File: src/hics_pkg.sv
package hics_pkg;

    localparam int NUM_BINS = 256;
    // cumulative store address width and bin count / edge address width
    localparam int CW = (NUM_BINS > 1) ? $clog2(NUM_BINS) : 1;
    localparam int EW = $clog2(NUM_BINS + 1);

    localparam int CUM_W  = 40;
    localparam int QUOT_W = 32;

    localparam logic OP_LOAD   = 1'b0;
    localparam logic OP_SAMPLE = 1'b1;

    typedef enum logic [3:0] {
        ST_IDLE,
        ST_EDGE,
        ST_NRD,
        ST_NGO,
        ST_NDIV,
        ST_SRCH,
        ST_SCMP,
        ST_F0,
        ST_F1,
        ST_F2,
        ST_CALC,
        ST_SDIV,
        ST_MUL,
        ST_FIX,
        ST_OUT
    } state_t;

    typedef struct packed {
        logic              start;
        logic [CUM_W-1:0]  rem_init;
        logic [QUOT_W-1:0] low;
        logic [CUM_W-1:0]  divisor;
    } div_req_t;

endpackage

File: src/hics_div.sv
module hics_div (
    input  logic                               aclk,
    input  logic                               aresetn,
    input  hics_pkg::div_req_t                 req,
    output logic                               done,
    output logic                               busy,
    output logic [hics_pkg::QUOT_W-1:0]        quot
);

    logic [hics_pkg::CUM_W-1:0]  rem_reg, rem_next;
    logic [hics_pkg::QUOT_W-1:0] low_reg, low_next;
    logic [hics_pkg::QUOT_W-1:0] q_reg, q_next;
    logic [hics_pkg::CUM_W-1:0]  div_reg, div_next;
    logic [4:0]                  cnt_reg, cnt_next;
    logic                        busy_reg, busy_next;
    logic                        done_reg, done_next;
    logic [hics_pkg::CUM_W:0]    trial;
    logic [hics_pkg::CUM_W:0]    diff;

    // one quotient bit per cycle, restoring
    always_comb begin
        rem_next  = rem_reg;
        low_next  = low_reg;
        q_next    = q_reg;
        div_next  = div_reg;
        cnt_next  = cnt_reg;
        busy_next = busy_reg;
        done_next = 1'b0;
        trial     = {rem_reg, low_reg[hics_pkg::QUOT_W-1]};
        diff      = trial - {1'b0, div_reg};
        if (req.start) begin
            rem_next  = req.rem_init;
            low_next  = req.low;
            div_next  = req.divisor;
            q_next    = '0;
            cnt_next  = '1;
            busy_next = 1'b1;
        end else if (busy_reg) begin
            low_next = {low_reg[hics_pkg::QUOT_W-2:0], 1'b0};
            if (trial >= {1'b0, div_reg}) begin
                rem_next = diff[hics_pkg::CUM_W-1:0];
                q_next   = {q_reg[hics_pkg::QUOT_W-2:0], 1'b1};
            end else begin
                rem_next = trial[hics_pkg::CUM_W-1:0];
                q_next   = {q_reg[hics_pkg::QUOT_W-2:0], 1'b0};
            end
            cnt_next = cnt_reg - 5'd1;
            if (cnt_reg == 5'd0) begin
                busy_next = 1'b0;
                done_next = 1'b1;
            end
        end
    end

    always_ff @(posedge aclk) begin
        rem_reg <= rem_next;
        low_reg <= low_next;
        q_reg   <= q_next;
        div_reg <= div_next;
        cnt_reg <= cnt_next;
        if (!aresetn) begin
            busy_reg <= 1'b0;
            done_reg <= 1'b0;
        end else begin
            busy_reg <= busy_next;
            done_reg <= done_next;
        end
    end

    assign done = done_reg;
    assign busy = busy_reg;
    assign quot = q_reg;

    a_start_idle: assert property (@(posedge aclk) disable iff (!aresetn)
        req.start |-> !busy_reg) else $error("divider restarted while busy");
    a_done_after_busy: assert property (@(posedge aclk) disable iff (!aresetn)
        done_reg |-> $past(busy_reg)) else $error("done without a running division");
    a_no_overlap: assert property (@(posedge aclk) disable iff (!aresetn)
        done_reg |-> !busy_reg) else $error("done while still busy");

endmodule

File: config.mk
export PLATFORM = sky130hd
export DESIGN_NAME = hics_div
export DESIGN_NICKNAME = d
export VERILOG_FILES = /design/src/hics_pkg.sv /design/src/hics_div.sv
export SDC_FILE = /design/constraint.sdc
export NUM_CORES = 1
export LEC_CHECK = 0
export BUFFER_PORTS_ARGS = -buffer_cell sky130_fd_sc_hd__buf_4
export CAP_MARGIN = 20
export CELL_PAD_IN_SITES_DETAIL_PLACEMENT = 1
export CELL_PAD_IN_SITES_GLOBAL_PLACEMENT = 2
export CORE_ASPECT_RATIO = 0.7
export CORE_UTILIZATION = 32
export DETAILED_ROUTE_END_ITERATION = 8
export PLACE_DENSITY = 0.74
export SYNTH_ARGS = -nofsm -noshare
export SYNTH_HDL_FRONTEND = slang
export SYNTH_SLANG_ARGS = --single-unit
File: constraint.sdc
create_clock -name aclk -period 3.2 [get_ports aclk]
set_input_delay 0.16 -clock aclk [delete_from_list [all_inputs] [get_ports aclk]]
set_output_delay 0.16 -clock aclk [all_outputs]
set_load 0.005 [all_outputs]
Yosys cells after proc, flatten, opt, wreduce, memory -nomap -nowiden --
Cells that the tools add are included.
Word-level totals: register bits after elaboration 151, input port bits 115, output and inout port bits 34, word-level logic and storage cells 25
Cells by class: add/subtract/negate cells 2, $lt $le $gt $ge 1, multiplexer cells 10, bitwise gates (word level) 2, reduce and logical (&&, ||, !) cells 3
Operators by type and width (number):
- 40-bit two-way mux | 3
- 32-bit two-way mux | 2
- 41-bit by 40-bit >= comparator with 1-bit output | 1
- 40-bit subtractor | 1
- 5-bit logical NOT | 1
- 1-bit two-way mux | 5
- 5-bit by 1-bit subtractor with 5-bit output (second input constant) | 1
- 3-bit OR reduction | 1
- 1-bit NOT | 2
- 2-bit nonzero test | 1

Logic depth before layout (Yosys ltp) --
depth after elaboration 4, gate-level depth with buffers 14, gate-level depth less buffers 13

Worst setup path after synthesis --
No wires, ideal clock.
kind flip-flop to flip-flop, from reg low_reg[31] (netlist bit), to reg rem_reg[38] (netlist bit), data pin, setup time 0.256 ns, arrival 2.712 ns, data required time 2.944 ns, setup slack 0.233 ns, stages on the path, launching flop included 14, path buffers 0, period minus slack after synthesis 2.967 ns, cells stage by stage edfxtp_1 inv_1 ha_1 inv_1 fa_1 a21oi_1 nor2_1 o311ai_1 a31oi_1 o31ai_2 a21oi_1 a2111oi_1 nand3_1 and4_1
Between the ends: cells in the longest elaborated chain, start to end 4, elaborated cells on any way between the ends 5, those cells by class add/sub (1); order compare (1); mux (3)
RTL lines:
- from (decl) | RTL line hics_div.sv:11 | logic [hics_pkg::QUOT_W-1:0] low_reg, low_next;
- from (signal assigned) | RTL line hics_div.sv:57 | low_reg <= low_next;
- 40-bit subtractor or 41-bit by 40-bit >= comparator with 1-bit output (tied branches) | RTL line hics_div.sv:30, hics_div.sv:40
- 40-bit two-way mux (*) | RTL line hics_div.sv:40 | if (trial >= {1'b0, div_reg}) begin
- 40-bit two-way mux (*) | RTL line hics_div.sv:38 | end else if (busy_reg) begin
- 40-bit two-way mux (*) | RTL line hics_div.sv:31 | if (req.start) begin
- via rem_next, one bit | RTL line hics_div.sv:10 | logic [hics_pkg::CUM_W-1:0] rem_reg, rem_next;
- to (signal assigned) | RTL line hics_div.sv:56 | rem_reg <= rem_next;
- to (decl) | RTL line hics_div.sv:10
Mark *: on every way through the listed nets, which the timed path passes. The rest lies on a longest branch. The select of a mux whose other input is x is not followed. A chain may end at the register's enable or synchronous reset.

Worst setup path after layout --
from reg low_reg[31] (netlist bit), to reg rem_reg[36] (netlist bit), data pin
The elaborated chain is that of the path after synthesis.

==> metrics.yaml <==
period_share_pct: 98.1
cap_violations: 0
antenna_found_initial: 0
first_pass_iters: 4
power.density_nw_per_um2: 652
area_growth_syn_to_layout_pct: 34.9
max_slew_margin_pct: 42.7
num-nets-final: 1175
synth_seq_area_share_pct: 49.9
root_buffer: "clkbuf_16"
crit_arrival_ns: 3.32
p_leak_nw: 4.73
clock_path_buffers: 2
design_area_um2: 11200
diodes: 0
path_cells: "inv_1 -> ha_2 -> inv_2 -> fa_2 -> a21oi_4 -> nor2_2 -> o311ai_2 -> buf_4 -> a31oi_4 -> o31ai_4 -> buf_4 -> o21ai_2 -> o211a_1 -> nor4b_2 -> nor4_2"
hold_viol: 0
core_um2: 25000
gp_congestion: 0.805
synthTopCellsByArea: "edfxtp_1 40%, dfxtp_1 9.4%, ha_1 6.2%, mux2_2 4.3%, mux2i_1 4.2%"
worst_setup_path_start_kind: "flip-flop"
finalSetupViolations: 0
avgSynthCellArea_um2: 10.4
clock-sinks: 151
end_kind: "flip-flop"
crit_path_frequent_cell: "buf_4"
yosysTopAreaCell: "edfxtp_1"
slowest_delay_ns: 0.39
antenna_left: 0
hold_path_class: "in -> reg"
ys.flop_type: "edfxtp_1"
post-route-min-period_ns: 3.14
synth_edf_count: 112
async_flop_share_pct: 0
path_class: "reg -> reg"
worstPathMaxFanout: 3
fill_cells: 2767
clock-skew-final_ns: 0.0141
ys_types: 67
grt_pass1_vias: 7104
place_hpwl_um: 16800
critPathSlowestCell: "edfxtp_1"
die_h_um: 137
synth_top_cell_area_share_pct: 40.5
wl_per_cell_um: 17.7
drt-vias-per-instance: 4.97
synth.most_common_cell: "edfxtp_1"
htreeDepth: 4
drive_gt1_share_pct: 29.0
rsz0062_at_grt: "true"
clock.fmax_mhz: 319
grt_pass1_wl_um: 38400
rows: 48
yosysWarnings: 0
dr_total_vias: 6736
cts_buffers: 17
tightest_slew_ns: 0.859
vdd_drop_max_mv: 0.397
grt_max_degree: 74
grt_overflow: 0
finalSetupTns_ns: 0
start_util_pct: 33.2
dpl_cell_area_um2: 9950
syn-cell-area_um2: 8310
cts_tree: "yes"
drt-total-wl_um: 24000
port_buffers: 148
synth_seq_cells: 151
drt_iter0_drc: 367
clk_latency_ns: 0.43
dieArea_um2: 26600
required_ns: 3.38
grt_use_total_pct: 18.6
maxSlewViolCount: 0
status: "finished clean"
synth.top_cells.by_count: "112 x edfxtp_1, 84 x nor2_1, 72 x nand2_1"
clkTransAtPathRegs_ns: 0.07
synth_nets: 956
die_w_um: 195
ios: 149
drcViolationCount: 0
synthCells: 799
[final cells by class]
cell class | instances | area (um^2) | share of cell area (%)
clock buffers | 23 | 482 | 4.30
clock inverters | 9 | 78.8 | 0.703
inverters | 49 | 184 | 1.64
multi-input cells | 558 | 3950 | 35.2
flip-flops and latches | 151 | 4150 | 37.0
well taps | 325 | 407 | 3.63
repair buffers | 241 | 1970 | 17.6
[repair_timing]
item | 4_1_cts | 5_1_grt
setup endpoints to repair | 5 | 20
hold buffers | 44 | 0
pin swaps | 8 | 11
hold endpoints to repair | 45 | 0
resized for setup | 12 | 23
buffers inserted | 14 | 2
[metrics by stage]
stage / util (%) / power [mW] / worst slack [ns] / hold WS [ns] / instances
final: 44.8 / 7.31 / 0.0612 / 0.0241 / 1356
after global routing: 44.8 / 7.78 / -0.0962 / 0.00227 / 1356
after CTS: 44.4 / 7.30 / 0.0147 / 0.00108 / 1355
after detailed placement: 39.7 / 5.13 / -0.159 / 0.340 / 1265
after global placement: 39.7 / 5.10 / -0.00196 / 0.339 / 1265
after floorplan: - / 4.29 / 0.233 / 0.259 / 799
[worst paths after layout]
path / from / end / slack [ns] / cells past startpoint
worst min-delay path: req[73] / rem_reg[1] / 0.02 / 3
worst min register to register: cnt_reg[3] / cnt_reg[3] / 0.50 / 2
worst max register to register: low_reg[31] / rem_reg[36] / 0.06 / 15
worst max-delay path: low_reg[31] / rem_reg[36] / 0.06 / 15
[cell families after synthesis]
family                     synth area share, %
buffers and inverters                     4.32
and+or+nand+nor                           13.5
adders and majority gates                 6.41
muxes                                     8.55
AOI/OAI and AO/OA                         13.9
xor gates and xnor gates                  3.48
DFF                                       49.9
[per-layer routing]
metal / vias to the layer above / GRT usage, % / share of wire (%) / routed length, um
met5: - / 0 / 0 / 0
met4: 0 / 4.10 / 0.26 / 62
met3: 4 / 5.91 / 6.3 / 1510
met2: 143 / 27.1 / 42 / 10200
met1: 3259 / 26.5 / 51 / 12200
li1: 3330 / - / - / -
[cells in the final DEF, fill, tap and decap left out, drive strengths merged, types with 31 or more instances in the layout]
master and instances:
dfxtp 39, edfxtp 112, nor2 85, o21ai 31, inv 57, buf 197
dlygate4sd3 44, mux2 32, nand2 72, mux2i 35, ha 41, a21oi 53
[critical path, delay by kind of cell (launching register included)]
family	cells	cell delay (ns)
AOI/OAI and AO/OA	6	1.12
adders and majority gates	2	0.54
buffers and inverters	4	0.46
DFF	1	0.39
and+or+nand+nor	3	0.39
[power breakdown]
group | switching, mW | internal [mW] | total, mW
sequential | 0.127 | 2.41 | 2.54
clock | 0.882 | 1.09 | 1.97
combinational | 1.51 | 1.28 | 2.80
total | 2.52 | 4.78 | 7.31
Power figures use the tool's default switching activity.
